### src/hw/rtl/eps_ram.sv
`timescale 1ns / 1ps
// ----------------------------------------------------------------------------
// eps_ram
// generic single write port, single read port ram with registered read
// ----------------------------------------------------------------------------
module eps_ram #(
	parameter int WIDTH = 32,
	parameter int DEPTH = 64
) (
	input  logic                     clk,
	input  logic                     wr_en,
	input  logic [$clog2(DEPTH)-1:0] wr_addr,
	input  logic [WIDTH-1:0]         wr_data,
	input  logic                     rd_en,
	input  logic [$clog2(DEPTH)-1:0] rd_addr,
	output logic [WIDTH-1:0]         rd_data
);

	logic [WIDTH-1:0] mem [DEPTH];

	always_ff @(posedge clk) begin
		if (wr_en) begin
			mem[wr_addr] <= wr_data;
		end
		if (rd_en) begin
			rd_data <= mem[rd_addr];
		end
	end

endmodule

### config.mk
export PLATFORM = sky130hd
export DESIGN_NAME = eps_ram
export DESIGN_NICKNAME = d
export VERILOG_FILES = /design/src/hw/rtl/eps_ram.sv
export SDC_FILE = /design/constraint.sdc
export NUM_CORES = 2
export LEC_CHECK = 0
export ABC_AREA = 1
export BUFFER_PORTS_ARGS = -buffer_cell sky130_fd_sc_hd__buf_4
export CAP_MARGIN = 20
export CORE_AREA = 2 2 433 435
export DETAILED_ROUTE_END_ITERATION = 8
export DIE_AREA = 0 0 435 437
export GPL_ROUTABILITY_DRIVEN = 0
export SYNTH_ARGS = -nofsm -noshare
export SYNTH_HDL_FRONTEND = slang
export SYNTH_SLANG_ARGS = --single-unit
### constraint.sdc
create_clock -name clk -period 12.5 [get_ports clk]
set_input_delay 3.125 -clock clk [delete_from_list [all_inputs] [get_ports clk]]
set_output_delay 3.125 -clock clk [all_outputs]
set_load 0.01 [all_outputs]
==> results.sh <==
export IMPL_outcome="completed"
export IMPL_tritoncts="yes"
export IMPL_finalHoldViolations=0
export IMPL_antenna_found_initial=19
export IMPL_critical_path_class="primary input to register"
export IMPL_cts_sinks=2080
export IMPL_ir_worst_vdd_mv=0.113
export IMPL_syn_to_final_growth_pct=11.3
export IMPL_fin_nets=6764
export IMPL_post_route_min_period_ns=6.26
export IMPL_ys_types=15
export IMPL_ant_nets=0
export IMPL_cts_hold_buf=0
export IMPL_grt_busiest_layer="met2"
export IMPL_crit_top_cell="nand3_1"
export IMPL_setup_viol=0
export IMPL_ys_seq_area_share_pct=75.2
export IMPL_powerDensity_nw_per_um2=158
export IMPL_nFillCells=15900
export IMPL_rsz0062_at_grt="no"
export IMPL_worstPathRequired_ns=13.06
export IMPL_post_cts_buffers=0
export IMPL_drcViolationCount=0
export IMPL_die_x_um=435
export IMPL_grt_pass1_vias=50100
export IMPL_clkSlewWorstSetupHoldPaths_ns=0.06
export IMPL_grt_max_degree=226
export IMPL_cts_htree_levels=4
export IMPL_whs_ns=0.873
export IMPL_cts_root_buf="clkbuf_16"
export IMPL_synth_top_area_cell="edfxtp_1"
export IMPL_syn_inst=6769
export IMPL_pre_cts_slack_ns=5.38
export IMPL_num_rows=158
export IMPL_power_leakage_nw=32.1
export IMPL_grt_pass1_wl_mm=355
export IMPL_port_buffers=78
export IMPL_slew_violations=0
export IMPL_clock_fmax_ghz=0.160
export IMPL_synth_nets=6816
export IMPL_grt_overflow=0
export IMPL_cp_arrival_ns=6.83
export IMPL_synth_warnings=0
export IMPL_setup_ws_ns=6.24
export IMPL_vias=53600
export IMPL_drive_above_1_share_pct=7.72
export IMPL_worst_slew_pin_slew_ns=1.45
export IMPL_multi_input_area_um2=18800
export IMPL_initial_core_util_pct=44.9
export IMPL_fin_skew_ns=0.0386
export IMPL_synth_top_area_share_pct=75.2
export IMPL_vias_per_cell=5.72
export IMPL_drt_iter0_drc=6598
export IMPL_clock_path_buffers=3
export IMPL_gr_usage_all_layers_pct=25.6
export IMPL_crit_path_start_kind="primary input"
export IMPL_dr_pass1_iters=5
export IMPL_grt_use_met1_pct=35.2
export IMPL_hpwl_mm=120
export IMPL_maxCapViolations=0
export IMPL_slowest_delay_ns=0.87
export IMPL_synth_area_top_cells="edfxtp_1, nand3_1, nand2_1"
export IMPL_avgSynthCellArea_um2=12.3
export IMPL_netlist_area_um2=83100
export IMPL_ys_ff_latch=2080
export IMPL_register_area_um2=62500
export IMPL_slew_limit_headroom_pct=3.40
export IMPL_critPathMaxFanout=125
export IMPL_io_pins=79
export IMPL_tns_ns=0
export IMPL_wire_per_inst_um=26.4
export IMPL_end_kind="register"
export IMPL_die_area_um2=190000
export IMPL_numCtsBuffers=207
export IMPL_fp_dieH_um=437
export IMPL_slowest_stage="buf_4"
export IMPL_met2_usage_pct=40.7
export IMPL_drt_wl_total_mm=248
export IMPL_groute_layer_met3_usage_pct=3.77
export IMPL_min_path_type="register to register"
export IMPL_crit_chain="buf_8, inv_8, buf_12, buf_4, nand3_1, nand3_1, nand3_1, nand3_1, nand2_1, nand2_1, nand2_1"
export IMPL_clk_latency_ns=0.87
export IMPL_fp_coreArea_um2=185000
export IMPL_period_share_pct=50.1
export IMPL_cts_resized=0
==> cells in the final DEF (no fill, tap or decap), drive strengths merged <==
master,synthesis,final
diode,0,10
clkinv,0,89
clkinvlp,0,4
edfxtp,2080,2080
nand4,9,9
nand3,1907,1907
bufinv,0,12
clkbuf,77,262
nor4,8,8
nor2,56,56
buf,372,188
nand2,2248,2248
inv,12,17
==> synth_stat cells <==
cell type and instances:
buf_1 40, buf_2 282, buf_4 45, buf_6 3, buf_8 2, clkbuf_1 77, edfxtp_1 2080, inv_1 9
inv_2 2, inv_4 1, nand2_1 2248, nand3_1 1907, nand4_1 9, nor2_1 56, nor4_1 8
==> routing by layer <==
| layer | up-vias | part of all wire (%) |
|---|---|---|
| met4 | 4 | 4.4 |
| li1 | 24000 | - |
| met3 | 386 | 8.1 |
| met5 | - | 0.0081 |
| met1 | 26700 | 41 |
| met2 | 2431 | 47 |
==> path summary, 6_finish.rpt <==
kind,slack (ns),cells past startpoint,endpoint,startpoint
min reg2reg,0.87,8,rd_data[16],mem[36][16]
min,0.87,8,rd_data[16],mem[36][16]
max,6.24,11,rd_data[11],rd_addr[1]
max reg2reg,10.55,8,rd_data[15],mem[25][15]
==> area by class of cell <==
type                            count  share of cell area [%]
Sequential cell                  2080                    67.6
Multi-Input combinational cell   4228                    20.3
Clock inverter                    110                   0.981
Inverter                           12                  0.0880
Tap cell                         2480                    3.36
Antenna cell                       10                  0.0271
Timing Repair Buffer              188                    1.70
Clock buffer                      262                    5.99
==> kinds of logic (layout without fill, tap and decap cells) <==
logic type	Yosys count	count (layout)	share of synthesized area, %
AND/OR/NAND/NOR	4228	4228	22.0
flip-flops	2080	2080	75.2
buffers and inverters	461	572	2.77
other	0	10	0
==> critical path: cells and delay by family <==
kind	cells	cell delay [ns]
buf+inv	4	2.31
simple gates	7	1.15
==> state kept, by name, summed over array words and instances, names as in the netlist <==
name	cells
rd_data	32
mem	2048
==> power breakdown <==
group / total [W] / internal (W) / switching, W
logic: 0.000885 / 0.000201 / 0.000685
registers: 0.00778 / 0.00774 / 0.0000377
clock network: 0.00599 / 0.00336 / 0.00262
==> stage by stage <==
stage | utilization, % | instance area [um^2] | total power, W | std cells
finish | 50.0 | 92500 | 0.0146 | 9370
global placement | 46.5 | 86000 | 0.00879 | 8988
floorplan | - | 83100 | 0.00838 | 6769
CTS | 50.0 | 92400 | 0.0147 | 9360
global route | 50.0 | 92400 | 0.0150 | 9366
detailed placement | 46.5 | 86000 | 0.00880 | 8988
(Power assumes the default switching activity.)
