### src/hw/rtl/eps_pkg.sv
`timescale 1ns / 1ps
// ----------------------------------------------------------------------------
// eps_pkg
// shared widths and defaults for the exclusive product scan block
// ----------------------------------------------------------------------------
package eps_pkg;

	localparam int DATA_W      = 32;
	localparam int POS_W       = 6;
	localparam int MAX_LEN_DEF = 64;

endpackage

### src/hw/rtl/eps_front.sv
`timescale 1ns / 1ps
// ----------------------------------------------------------------------------
// eps_front
// accepts list elements, writes them into the current bank and closes a
// list on the last marker or at capacity by pushing a job
// ----------------------------------------------------------------------------
module eps_front import eps_pkg::*; #(
	parameter int MAX_LEN = MAX_LEN_DEF
) (
	input  logic                               clk,
	input  logic                               arst_n,
	input  logic                               item_valid,
	output logic                               item_stall,
	input  logic signed [DATA_W-1:0]           value,
	input  logic                               is_last,
	input  logic                               job_full,
	output logic                               job_push,
	output logic                               job_bank,
	output logic [$clog2(MAX_LEN+1)-1:0]       job_cnt,
	output logic                               mem_wr_en,
	output logic [$clog2(MAX_LEN):0]           mem_wr_addr,
	output logic [DATA_W-1:0]                  mem_wr_data
);

	localparam int IDX_W = $clog2(MAX_LEN);
	localparam int CNT_W = $clog2(MAX_LEN + 1);

	logic             run_q;
	logic             bank_q;
	logic [CNT_W-1:0] wr_cnt_q;
	logic [CNT_W-1:0] cnt_nxt;
	logic             accept;
	logic             close;

	assign item_stall  = job_full | ~run_q;
	assign accept      = item_valid & ~item_stall;
	assign cnt_nxt     = wr_cnt_q + CNT_W'(1);
	// a list also closes once it reaches capacity
	assign close       = is_last | (cnt_nxt == CNT_W'(MAX_LEN));

	assign mem_wr_en   = accept;
	assign mem_wr_addr = {bank_q, wr_cnt_q[IDX_W-1:0]};
	assign mem_wr_data = DATA_W'(unsigned'(value));

	assign job_push    = accept & close;
	assign job_bank    = bank_q;
	assign job_cnt     = cnt_nxt;

	always_ff @(posedge clk or negedge arst_n) begin
		if (!arst_n) begin
			run_q    <= 1'b0;
			bank_q   <= 1'b0;
			wr_cnt_q <= '0;
		end else begin
			run_q <= 1'b1;
			if (accept) begin
				if (close) begin
					wr_cnt_q <= '0;
					bank_q   <= ~bank_q;
				end else begin
					wr_cnt_q <= cnt_nxt;
				end
			end
		end
	end

endmodule

### config.mk
export PLATFORM = sky130hd
export DESIGN_NAME = eps_front
export DESIGN_NICKNAME = d
export VERILOG_FILES = /design/src/hw/rtl/eps_pkg.sv /design/src/hw/rtl/eps_front.sv
export SDC_FILE = /design/constraint.sdc
export NUM_CORES = 1
export LEC_CHECK = 0
export BUFFER_PORTS_ARGS = -buffer_cell sky130_fd_sc_hd__buf_2
export CAP_MARGIN = 10
export CORE_ASPECT_RATIO = 0.75
export CORE_MARGIN = 5
export CORE_UTILIZATION = 35
export DETAILED_ROUTE_END_ITERATION = 8
export GPL_ROUTABILITY_DRIVEN = 1
export GPL_TIMING_DRIVEN = 0
export HOLD_SLACK_MARGIN = 0.03
export PLACE_DENSITY = 0.81
export SYNTH_ARGS = -nofsm -noshare
export SYNTH_HDL_FRONTEND = slang
export SYNTH_SLANG_ARGS = --single-unit
### constraint.sdc
create_clock -name clk -period 1.9 [get_ports clk]
set_input_delay 0.095 -clock clk [delete_from_list [all_inputs] [get_ports clk]]
set_output_delay 0.095 -clock clk [all_outputs]
set_load 0.02 [all_outputs]
==> results.md <==
- Status: complete, but fails checks
- Failing checks: negative setup slack
- Maximum fanout along the worst path: 5
- Fin crit share: 1.00
- First-pass GRT wire length: 3520 µm
- Clock Sinks: 9
- Max cap viols: 0
- Dpl hpwl: 1860 µm
- Vias in the first global route: 828
- Detailed Route WL: 2420 µm
- Worst Hold Class: in2async
- CP endpoint kind: output pin
- Ant diodes: 0
- Power density cells: 539 nW/µm²
- CTS tree: built
- Critical path, cell by cell: nand3_2 > nor2_2 > xor2_2 > or3_4 > a21oi_2 > buf_6
- Crit path DAT: 1.81 ns
- Top Ports: 87
- Placed Cells: 184
- Max-slew violations: 0
- Post-synth EDFFs: 0
- Asr flop ratio synth: 1.00
- DRT iter0 DRCs: 21
- Worst path bufs/invs: 1
- Residual DRC count: 0
- Post-route minimum period: 1.91 ns
- Rows: 15
- DP Worst Slack: 0.0136 ns
- Seq/Total Area, Yosys: 0.273
- Non-Filler Instances: 197
- Final Hold Fails: 0
- Ys flop type: dfrtp_1
- RSZ-0062 raised after global routing: yes
- Clock Skews: 0.00581 ns
- Routed len/inst: 12.3 µm
- Critical Path RT: 1.80 ns
- Vias/cell: 4.35
- Placed inst area: 1140 µm²
- Cell Area, Synth: 826 µm²
- Final instance area: 1280 µm²
- Initial core utilization: 0.364
- Final setup fails: 1
- Minimum hold slack: 0.222 ns
- Cell taking the most area after synthesis: buf_4
- GRT Overall Usage: 0.133
- Core area: 2270 µm²
- Grt ovf: 0
- YS warnings: 0
- Die extent in x: 66.1 µm
- Most common cell after layout, fill and taps aside: buf_2
- First-pass iteration count of the detailed router: 4
- CP Launch Point: wr_cnt_q[1]
- Largest net degree at the start of global routing: 11
- Commonest cells after routing, fill and taps aside: 53 x buf_2, 47 x buf_4, 5 x nand2_1, 5 x nor2_1, 5 x dfrtp_2
- Fmax: 524 MHz
- Max VDD drop: 0.289 mV
- Die outline height: 52.1 µm
- Initial antenna violation count: 0
- Worst skew pair latency: 0.27 ns
- Layout cells sized above 1: 0.730
- Slowest cell on crit path: dfrtp_2
- CTS Buf Count: 3
- Synth Net Count: 134
- Post-synth top area share: 0.364
- CTS H-tree lvls: 1
- Via count: 856
- Critical path class: reg2out
- RR Startpoint: wr_cnt_q[1]
- CP top delay family: simple AND/OR/NAND/NOR gates
- Synth area leaders: buf_4 36%, dfrtp_1 27%, a22o_1 3.2%
- Clock transition at path regs: 0.06 ns
- Routability cong.: 0.781
- # nets final: 202
- Post-Syn Instances: 96
- Clock tree buffer depth: 2
- Final setup margin: -0.00864 ns
- Port buffer count: 54
- Die area: 3440 µm²
- Area grow syn2layout: 55.3%
- Unique masters post-synth: 27
- Flops & latches, synth: 9
- Number of routed nets with antenna violations: 0
- Worst Setup Start Kind: register
- CP peak stage delay: 0.43 ns
- Root Buffer: clkbuf_4
- P_leak: 0.000707 µW
- Syn_area_per_cell: 8.60 µm²
[layer usage]
| metal | vias up | global-route usage | wire length [µm] |
|---|---|---|---|
| li1 | 416 | - | - |
| met2 | 46 | 0.245 | 1300 |
| met1 | 392 | 0.140 | 868 |
| met4 | 0 | 0.0304 | 10 |
| met5 | - | 0 | 0 |
| met3 | 2 | 0.0540 | 244 |
[cells by family after synthesis]
logic type,synth area share
buf+inv,0.382
simple gates,0.141
compound gates,0.132
flops,0.273
xor+xnor,0.0530
fa+ha+maj,0.0151
other cells,0.00454
[per-stage QoR]
stage | TNS, ns | power, µW | util
2_1_floorplan | 0 | 417 | -
3_3_place_gp | 0 | 488 | 0.501
3_5_place_dp | 0 | 492 | 0.501
4_1_cts | 0 | 687 | 0.561
5_1_grt | -0.0731 | 733 | 0.565
6_report | -0.00864 | 692 | 0.565
[synthesized netlist by cell type (all sizes together) (2+ instances only)]
master  count
nand3       4
xor2        3
dfrtp       9
o21ai       2
nor3        2
nor2        6
xnor2       2
a32o        2
a22o        4
nand2       6
inv         3
buf        40
[cell type report]
class,count,area [µm²]
Timing Repair Buffer,63,347
Fill cell,218,988
Buffer,41,308
Inverter,3,11.3
Sequential cell,9,231
Multi-Input combinational cell,43,317
Tap cell,34,42.5
Clock buffer,4,26.3
[report_power, final]
group | switching, µW | internal (µW)
Sequential | 21.4 | 206
Clock | 71.2 | 81.2
Combinational | 158 | 154
Total | 250 | 441
[path summary, 6_finish.rpt]
check | end | slack, ns | cells after the start
worst max register to register | wr_cnt_q[1] | 0.13 | 6
worst max-delay path | job_push | -0.009 | 6
max in group asynchronous | wr_cnt_q[0] | 1.47 | 2
min in group clk | wr_cnt_q[2] | 0.24 | 4
worst min register to register | wr_cnt_q[5] | 0.61 | 1
worst min-delay path | wr_cnt_q[5] | 0.22 | 2
[state kept, by name (all words and copies together), names as in the netlist]
| signal | flops |
|---|---|
| run_q | 1 |
| job_bank | 1 |
| wr_cnt_q | 7 |
[repair_timing]
action,4_1_cts,5_1_grt
pin swaps,5,0
endpoints found under the setup margin,1,1
hold endpoints to repair,9,0
hold buffers,1,0
setup buffers,7,1
gates resized for setup,13,1
Power figures use the tool's default switching activity.
