## config.mk

```make
export PLATFORM = sky130hd
export DESIGN_NAME = eps_job_q
export DESIGN_NICKNAME = d
export VERILOG_FILES = /design/src/hw/rtl/eps_job_q.sv
export SDC_FILE = /design/constraint.sdc
export NUM_CORES = 1
export LEC_CHECK = 0
export ABC_AREA = 1
export BUFFER_PORTS_ARGS = -buffer_cell sky130_fd_sc_hd__buf_2
export CAP_MARGIN = 20
export CORE_UTILIZATION = 52
export CTS_BUF_LIST = sky130_fd_sc_hd__clkbuf_8
export DETAILED_ROUTE_END_ITERATION = 6
export PLACE_DENSITY_LB_ADDON = 0.05
export SYNTH_ARGS = -nofsm -noshare
export SYNTH_HDL_FRONTEND = slang
export SYNTH_SLANG_ARGS = --single-unit
```

## constraint.sdc

```tcl
create_clock -name clk -period 1.5 [get_ports clk]
set_clock_uncertainty 0.1 [all_clocks]
set_input_delay 0.075 -clock clk [delete_from_list [all_inputs] [get_ports clk]]
set_output_delay 0.075 -clock clk [all_outputs]
set_load 0.01 [all_outputs]
```

## src/hw/rtl/eps_job_q.sv

```systemverilog
`timescale 1ns / 1ps
// ----------------------------------------------------------------------------
// eps_job_q
// two entry queue of closed lists (bank and length) between front and back
// ----------------------------------------------------------------------------
module eps_job_q #(
	parameter int CNT_W = 7
) (
	input  logic             clk,
	input  logic             arst_n,
	input  logic             push,
	input  logic             push_bank,
	input  logic [CNT_W-1:0] push_cnt,
	output logic             full,
	input  logic             pop,
	output logic             head_valid,
	output logic             head_bank,
	output logic [CNT_W-1:0] head_cnt
);

	logic             bank_q [2];
	logic [CNT_W-1:0] cnt_q  [2];
	logic             wr_ptr_q;
	logic             rd_ptr_q;
	logic [1:0]       fill_q;

	assign full       = fill_q[1];
	assign head_valid = (fill_q != 2'd0);
	assign head_bank  = bank_q[rd_ptr_q];
	assign head_cnt   = cnt_q[rd_ptr_q];

	always_ff @(posedge clk) begin
		if (push) begin
			bank_q[wr_ptr_q] <= push_bank;
			cnt_q[wr_ptr_q]  <= push_cnt;
		end
	end

	always_ff @(posedge clk or negedge arst_n) begin
		if (!arst_n) begin
			wr_ptr_q <= 1'b0;
			rd_ptr_q <= 1'b0;
			fill_q   <= 2'd0;
		end else begin
			if (push) begin
				wr_ptr_q <= ~wr_ptr_q;
			end
			if (pop) begin
				rd_ptr_q <= ~rd_ptr_q;
			end
			case ({push, pop})
				2'b10:   fill_q <= fill_q + 2'd1;
				2'b01:   fill_q <= fill_q - 2'd1;
				default: fill_q <= fill_q;
			endcase
		end
	end

endmodule

```

==> results.toml, run 1 <==
[sta]
rsz0062_at_grt = "no"
maxSlewHeadroom_pct = 78.3
fmax_ghz = 0.755
finalSetupViolations = 0
tns_ns = 0
hold_violations = 0
fin_crit_sh_pct = 88.3
period_minus_slack_ns = 1.32
final-max-slew-violation-count = 0
worst_pin_slew_ns = 0.326

[synthesis]
avgSynthCellArea_um2 = 12.6
ys_ff_latch = 20
ys_async_sr_fraction_pct = 20.0
syn_inst = 65
ys_warn_count = 0
synth_top_area_share_pct = 58.4
ys_top_cells_by_count = "16 x edfxtp_1, 14 x inv_1, 14 x nand2_1"
ys.flop_type = "edfxtp_1"
synth.most_common_cell = "edfxtp_1"
synth_nets = 78
yosysUniqueCellTypes = 14
ys_seq_area_share_pct = 70.6
yosysTopAreaCell = "edfxtp_1"
synth_edf_count = 16
synth_area_leaders = "edfxtp_1 58%, dfrtp_1 12%, inv_1 6.4%, nand2_1 6.4%, o21ai_2 3.2%"
synth_area_um2 = 822

[grt]
gr-total-overflow = 0
grtUsageTotal_pct = 18.1
grt_max_degree = 18
first_global_vias = 545
grt_antenna_before_repair = 0
grt_first_pass_wirelength_mm = 2.26

[die]
start_util_pct = 59.5
row_count = 13
die_w_um = 41.8
die-area_um2 = 1740
dieHeight_um = 41.8
core_area_um2 = 1380
io_pins = 22

[placement]
dp_hpwl_um = 806
gp_congestion = 0.678
portBuffers = 21

[critical_path]
required_ns = 1.32
arrival_ns = 1.15
timing.rr.start = "wr_ptr_q$_DFFE_PN0P_"
regToRegSetupSlack_ns = 0.36
critPathKind = "register to output port"
worstSetupEndpointType = "output port"
r2r-end = "cnt_q[1][3]$_DFFE_PP_"
start_kind = "register"
reg2reg_depth = 2
worst-path-max-fanout = 17

[drt]
drt_iter0_drc = 7
routed_wl_mm = 1.39
wl_per_cell_um = 12.0
viasPerCell = 4.67
drc = 0
dr.pass1.iters = 4
ant_nets = 0
vias = 542

[cts]
cts_tree = "built"
root_buffer = "clkbuf_8"
clk_latency_ns = 0.25
cts.sink_count = 20
htree_levels = 1
clockBufferDepth = 2
numCtsBuffers = 3
cts_setup_buffers = 0
clkTransAtPathRegs_ns = 0.07

[power]
p_leak_nw = 0.505
ir_drop_mv = 1.06
power.density_nw_per_um2 = 1610
p_total_mw = 1.75

[layout]
drive_above_1_share_pct = 29.7
nets = 115
n_antenna_cell = 0
syn_to_final_growth_pct = 32.1
fillers = 90
ff_latch_area_um2 = 582
post-route-util_pct = 78.6
multi_input_area_um2 = 158

[run_status]
outcome = "completed"

[min_path]
hp-class = "input pin to async pin"

[job]
cap_violations = 0
## cell type report
| type | count | area share, % |
|---|---|---|
| sequential | 20 | 53.6 |
| timing repair buffer | 34 | 21.2 |
| multi-input combinational | 29 | 14.5 |
| inverter | 14 | 4.84 |
| clock buffer | 3 | 3.80 |
| tap | 15 | 1.73 |
| clock inverter | 1 | 0.346 |
## where the power goes
part	switching (mW)	total [mW]	leakage [nW]	internal (mW)
clock	0.167	0.349	0.0231	0.182
sequential	0.122	0.879	0.196	0.757
combinational	0.281	0.521	0.286	0.239
total	0.570	1.75	0.505	1.18
## worst max-delay path: stages (launching register included)
cell and delay (ns):
dfrtp_2 0.53, o21ai_0 0.21, buf_2 0.16
## registers in the layout, indices dropped and copies added, names as in the netlist
signal / count
wr_ptr_q: 1
bank_q: 2
fill_q: 2
rd_ptr_q: 1
cnt_q: 14
## layer usage
| layer | vias to the layer above | routed length [um] | GRT usage (%) |
|---|---|---|---|
| li1 | 281 | - | - |
| met1 | 244 | 603 | 20.9 |
| met2 | 15 | 728 | 30.9 |
| met3 | 2 | 47 | 3.91 |
| met4 | 0 | 12 | 9.68 |
| met5 | - | 0 | 0 |
## layout by cell type (no fill, tap or decap)
cell | synthesis | routed
dfrtp_1 | 4 | 3
buf_4 | 0 | 2
ha_1 | 1 | 1
xnor2_1 | 1 | 1
clkinv_1 | 0 | 1
inv_1 | 14 | 14
buf_2 | 0 | 21
edfxtp_1 | 16 | 16
nand2_1 | 14 | 14
nand3_1 | 1 | 1
dfrtp_2 | 0 | 1
xor2_1 | 2 | 2
nor2_1 | 1 | 1
clkbuf_8 | 0 | 3
dlygate4sd3_1 | 0 | 11
o21ai_2 | 3 | 3
nand4_1 | 1 | 1
o21ai_0 | 5 | 5
## what timing repair did
item / CTS / global route
hold buffers: 11 / 0
endpoints found under the setup margin: 0 / 8
gates resized for setup: 0 / 1
endpoints found under the hold margin: 22 / 0
## metrics by stage
stage | cells | instance area, um2 | hold WS [ns] | setup WS (ns)
final | 116 | 1090 | 0.0683 | 0.176
after global placement | 101 | 930 | -0.215 | 0.313
after detailed placement | 101 | 930 | -0.209 | 0.309
after floorplan | 65 | 822 | -0.321 | 0.256
after global routing | 116 | 1090 | 0.0772 | 0.0668
after CTS | 116 | 1080 | 0.0714 | 0.0314
## cell families (layout without fill, tap and decap cells)
group | after synthesis | count (layout) | synth area share [%]
AOI/OAI and AO/OA | 8 | 8 | 6.24
xor gates and xnor gates | 3 | 3 | 3.20
adders and majority gates | 1 | 1 | 1.52
buffers and inverters | 16 | 52 | 10.2
DFF | 20 | 20 | 70.6
and+or+nand+nor | 17 | 17 | 8.22
## worst max-delay path by stage
stage                                    start             endpoint  slack, ns  cells past startpoint
after detailed placement  rd_ptr_q$_DFFE_PN0P_          head_cnt[1]       0.31                      3
after global routing      rd_ptr_q$_DFFE_PN0P_          head_cnt[2]       0.07                      3
after CTS                 rd_ptr_q$_DFFE_PN0P_          head_cnt[1]       0.03                      3
final                     rd_ptr_q$_DFFE_PN0P_          head_cnt[2]       0.18                      2
after floorplan           wr_ptr_q$_DFFE_PN0P_  bank_q[0]$_DFFE_PP_       0.26                      1
after global placement    rd_ptr_q$_DFFE_PN0P_          head_cnt[2]       0.31                      2
Power figures use the tool's default switching activity.
==> run 2, diff against run 1 <==
--- a/config.mk
+++ b/config.mk
@@ -8,10 +8,14 @@
 export ABC_AREA = 1
 export BUFFER_PORTS_ARGS = -buffer_cell sky130_fd_sc_hd__buf_2
 export CAP_MARGIN = 20
-export CORE_UTILIZATION = 52
+export CELL_PAD_IN_SITES_DETAIL_PLACEMENT = 2
+export CELL_PAD_IN_SITES_GLOBAL_PLACEMENT = 2
+export CORE_MARGIN = 5
+export CORE_UTILIZATION = 34
 export CTS_BUF_LIST = sky130_fd_sc_hd__clkbuf_8
 export DETAILED_ROUTE_END_ITERATION = 6
 export PLACE_DENSITY_LB_ADDON = 0.05
+export SLEW_MARGIN = 20
 export SYNTH_ARGS = -nofsm -noshare
 export SYNTH_HDL_FRONTEND = slang
 export SYNTH_SLANG_ARGS = --single-unit
==> run 2 against run 1 <==
Sequential cell count stayed put; sequential power increased by 0.9%; clock-buffer cell count unchanged; first-iteration DRC count down 57%; critical path depth stayed put; fmax is essentially flat; die area rose by 100%; wire length increased by 15%; largest power group unchanged.
==> results.toml, run 2 (same netlist as run 1, synthesis figures left out) <==
[critical_path]
worst-path-max-fanout = 17
worst-path-stages = 2
arrival_ns = 1.15
cp_top_family = "flip-flops"
r2r-end = "cnt_q[1][3]$_DFFE_PP_"
reg2reg_depth = 2
critical-path-max-stage-delay_ns = 0.53
crit_end = "head_cnt[2]"
cp_num_buf_inv = 1
timing.rr.start = "wr_ptr_q$_DFFE_PN0P_"
cp-startpoint = "rd_ptr_q$_DFFE_PN0P_"
required_ns = 1.32
worstSetupEndpointType = "output port"
critPathKind = "register to output port"
cp_slowest_cell = "dfrtp_2"
start_kind = "register"
crit_chain = "o21ai_0 > buf_2"
regToRegSetupSlack_ns = 0.35

[drt]
routed_wl_mm = 1.59
drt_iter0_drc = 3
viasPerCell = 4.40
highest_layer = "met4"
ant_nets = 0
wl_met2_um = 846
vias = 567
wirelength_met1_um = 657
dr.pass1.iters = 2
drc = 0
wl_per_cell_um = 12.3
wl_met3_um = 77

[placement]
place_inst = 114
dp_hpwl_mm = 1.13
portBuffers = 21
place_ws_ns = 0.245
gp_congestion = 0.664

[layout]
final_cell_mix = "21 x buf_2, 16 x edfxtp_1, 14 x inv_1, 14 x nand2_1, 11 x dlygate4sd3_1"
nets = 115
syn_to_final_growth_pct = 34.1
n_antenna_cell = 0
final_cells = 129
reg_top3 = "cnt_q: 14 flops, bank_q: 2 flops, fill_q: 2 flops"
largest_register_ffs = 14
final_common_cell = "buf_2"
top_register = "cnt_q"
post-route-util_pct = 48.9
drive_above_1_share_pct = 29.7

[power]
internal-power_mw = 1.18
ir_drop_mv = 0.847
p_comb_share_pct = 30.0
p_leak_nw = 0.505
switchingPower_mw = 0.583
power.density_nw_per_um2 = 1600
p_seq_share_pct = 50.4
clkPwrFrac_pct = 19.7
sw_frac_of_total_pct = 33.1

[cts]
clkTransAtPathRegs_ns = 0.07
cts_tree = "built"
cts.sink_count = 20
clk_latency_ns = 0.25
clockBufferDepth = 2
root_buffer = "clkbuf_8"
numCtsBuffers = 3
htree_levels = 1
cts_setup_buffers = 0

[sta]
period_minus_slack_ns = 1.32
maxSlewHeadroom_pct = 77.6
final-max-slew-violation-count = 0
finalSetupViolations = 0
fmax_ghz = 0.756
tns_ns = 0
rsz0062_at_grt = "no"
worst_pin_slew_ns = 0.336
hold_violations = 0
fin_crit_sh_pct = 88.2
timing.final.ws_setup_ns = 0.177

[die]
core_area_um2 = 2250
row_count = 17
dieHeight_um = 59.2
io_pins = 22
die-area_um2 = 3500
start_util_pct = 36.5
die_w_um = 59.2

[grt]
grt_antenna_before_repair = 0
grtUsageTotal_pct = 10.8
gr-total-overflow = 0
grt_max_degree = 18
first_global_vias = 639
grt_first_pass_wirelength_mm = 2.73

[job]
cap_violations = 0

[run_status]
outcome = "completed"

[min_path]
hp-class = "input pin to async pin"
run 2: how the worst min path moves through the flow:
stage | startpoint | endpoint | slack, ns | depth (start not counted)
after global placement | arst_n | fill_q[1]$_DFFE_PN0P_ | -0.21 | 1
final | arst_n | fill_q[1]$_DFFE_PN0P_ | 0.07 | 2
after floorplan | arst_n | fill_q[0]$_DFFE_PN0P_ | -0.32 | 0
after detailed placement | arst_n | fill_q[1]$_DFFE_PN0P_ | -0.21 | 1
after CTS | arst_n | rd_ptr_q$_DFFE_PN0P_ | 0.05 | 2
after global routing | arst_n | rd_ptr_q$_DFFE_PN0P_ | 0.09 | 2
run 2: cell type report:
class / instances / area, um2
Fill cell: 235 / 1150
Sequential cell: 20 / 582
Timing Repair Buffer: 34 / 230
Clock inverter: 1 / 3.75
Inverter: 14 / 52.6
Tap cell: 28 / 35.0
Clock buffer: 3 / 41.3
Multi-Input combinational cell: 29 / 158
run 2: power by group through the flow:
stage / sequential, mW / combinational, mW / clock [mW]
global route: 0.914 / 0.596 / 0.396
global placement: 0.885 / 0.506 / 0
CTS: 0.890 / 0.546 / 0.363
finish: 0.887 / 0.527 / 0.346
floorplan: 0.820 / 0.432 / 0
detailed placement: 0.898 / 0.519 / 0
run 2: worst register-to-register path: stages (launching register included):
cell and delay [ns]:
dfrtp_1 0.39, nand2_1 0.07, inv_1 0.26
run 2: per-layer routing:
| metal | vias up | GRT usage [%] |
|---|---|---|
| met5 | - | 0 |
| met4 | 0 | 4.85 |
| met3 | 2 | 2.61 |
| met2 | 12 | 18.6 |
| met1 | 274 | 12.5 |
| li1 | 279 | - |
run 2: stage by stage:
stage	hold WS (ns)	total power, mW	area [um2]
CTS	0.0517	1.80	1100
global placement	-0.208	1.39	946
detailed placement	-0.206	1.42	946
floorplan	-0.321	1.25	822
global route	0.0862	1.91	1100
finish	0.0725	1.76	1100
run 2: what timing repair did:
| action | CTS | global route |
|---|---|---|
| hold endpoints to repair | 22 | 0 |
| hold buffers | 11 | 0 |
| endpoints found under the setup margin | 8 | 0 |
| resized for setup | 1 | 0 |
==> run 3, diff against run 2 <==
--- a/config.mk
+++ b/config.mk
@@ -15,6 +15,7 @@
 export CTS_BUF_LIST = sky130_fd_sc_hd__clkbuf_8
 export DETAILED_ROUTE_END_ITERATION = 6
 export PLACE_DENSITY_LB_ADDON = 0.05
+export SETUP_SLACK_MARGIN = 0.3
 export SLEW_MARGIN = 20
 export SYNTH_ARGS = -nofsm -noshare
 export SYNTH_HDL_FRONTEND = slang
==> run 3 against run 2 <==
Die area stayed put; critical path depth increased by 2; global-route usage increased by 3.0 points; clock power decreased by 2%; first-iteration DRC count rose by 130%; combinational power up 47%; clock-buffer cell count is the same; cell count is 3.1% higher; largest power group unchanged.
==> results.toml, run 3 (same netlist as run 1, synthesis figures left out) <==
[layout]
post-route-util_pct = 51.9
final_cell_mix = "21 x buf_2, 16 x edfxtp_1, 14 x inv_1"
reg_top3 = "cnt_q: 14 flops, bank_q: 2 flops, fill_q: 2 flops"
syn_to_final_growth_pct = 42.3
final_common_cell = "buf_2"
n_antenna_cell = 0
drive_above_1_share_pct = 40.0
top_register = "cnt_q"
largest_register_ffs = 14
nets = 119
finalInstanceArea_um2 = 1170

[die]
core_area_um2 = 2250
io_pins = 22
start_util_pct = 36.5
dieHeight_um = 59.2
die-area_um2 = 3500
row_count = 17
die_w_um = 59.2

[grt]
first_global_vias = 718
grt_max_degree = 12
grt_antenna_before_repair = 0
grt_first_pass_wirelength_mm = 3.43
grtUsageTotal_pct = 13.7
gr-total-overflow = 0

[sta]
maxSlewHeadroom_pct = 87.2
period_minus_slack_ns = 1.33
fmax_ghz = 0.754
final-max-slew-violation-count = 0
worst_pin_slew_ns = 0.192
tns_ns = 0
rsz0062_at_grt = "yes"
fin_crit_sh_pct = 88.5
hold_slack_ns = 0.0726
finalSetupViolations = 0
hold_violations = 0

[cts]
cts.sink_count = 20
numCtsBuffers = 3
cts_tree = "built"
clk_latency_ns = 0.25
clockBufferDepth = 2
htree_levels = 1
clkTransAtPathRegs_ns = 0.07
root_buffer = "clkbuf_8"

[critical_path]
critPathKind = "register to output port"
r2r-end = "rd_ptr_q$_DFFE_PN0P_"
timing.rr.start = "rd_ptr_q$_DFFE_PN0P_"
worst-path-max-fanout = 7
worstSetupEndpointType = "output port"
required_ns = 1.32
start_kind = "register"
arrival_ns = 1.15
regToRegSetupSlack_ns = 0.36
reg2reg_depth = 3

[job]
cap_violations = 0

[power]
ir_drop_mv = 0.908
power.density_nw_per_um2 = 1690
p_leak_nw = 0.529

[drt]
drc = 0
vias = 589
ant_nets = 0
wl_per_cell_um = 14.6
dr.pass1.iters = 4
drt_iter0_drc = 7
routed_wl_mm = 1.95
viasPerCell = 4.43

[placement]
portBuffers = 21
dpl_cell_area_um2 = 941
gp_congestion = 0.629
dp_hpwl_mm = 1.22

[min_path]
hold_end = "fill_q[0]$_DFFE_PN0P_"
min-delay-start = "pop"
hold_path_depth = 3
hp-class = "input pin to register"

[run_status]
outcome = "completed"
==> run 3: cell count changes in the layout (fill, tap and decap cells not counted), sizes merged <==
cell | previous run | this run
clkinv | 1 | 0
clkinvlp | 0 | 1
buf | 23 | 27
==> run 3: layout make-up <==
type | instances | area (um2)
repair buffers | 38 | 275
clock buffers | 3 | 41.3
inverters | 14 | 56.3
well taps | 28 | 35.0
flip-flops and latches | 20 | 582
multi-input cells | 29 | 176
fillers | 242 | 1080
clock inverters | 1 | 3.75
==> run 3: how the worst max path moves through the flow <==
| stage | end | from | slack [ns] | cells past startpoint |
|---|---|---|---|---|
| after floorplan | bank_q[0]$_DFFE_PP_ | wr_ptr_q$_DFFE_PN0P_ | 0.40 | 1 |
| after global placement | head_cnt[4] | rd_ptr_q$_DFFE_PN0P_ | 0.26 | 2 |
| after detailed placement | head_cnt[2] | rd_ptr_q$_DFFE_PN0P_ | 0.23 | 3 |
| after CTS | head_cnt[2] | rd_ptr_q$_DFFE_PN0P_ | 0.20 | 3 |
| after global routing | head_cnt[4] | rd_ptr_q$_DFFE_PN0P_ | 0.11 | 4 |
| final | head_cnt[4] | rd_ptr_q$_DFFE_PN0P_ | 0.17 | 4 |
==> run 3: repair_timing <==
action | in CTS | in global routing
endpoints found under the hold margin | 22 | 0
buffers inserted | 5 | 0
resized for setup | 10 | 7
endpoints found under the setup margin | 8 | 16
pin swaps | 3 | 1
hold buffers | 11 | 0
==> run 3: per-stage QoR <==
| stage | power (mW) | cells | setup WS, ns |
|---|---|---|---|
| after floorplan | 1.26 | 65 | 0.396 |
| after global placement | 1.39 | 113 | 0.262 |
| after detailed placement | 1.42 | 113 | 0.229 |
| after CTS | 1.94 | 133 | 0.200 |
| after global routing | 2.13 | 133 | 0.114 |
| final | 1.98 | 133 | 0.173 |
==> run 3: worst max-delay path, cell delays in order, from the launching register on <==
cell and delay [ns]:
dfrtp_2 0.48, buf_6 0.15, nand2_1 0.06, o21ai_1 0.07
buf_2 0.15
==> run 3: layer usage <==
layer	wire, um	global-route usage, %	share of wire, %
met2	1140	26.8	58
met1	715	14.1	37
met3	81	3.70	4.2
met5	0	0	0
met4	13	3.88	0.67
==> run 3: where the power goes <==
group | total (mW) | internal (mW) | switching [mW]
clock network | 0.340 | 0.182 | 0.159
registers | 0.863 | 0.758 | 0.105
logic | 0.777 | 0.368 | 0.409
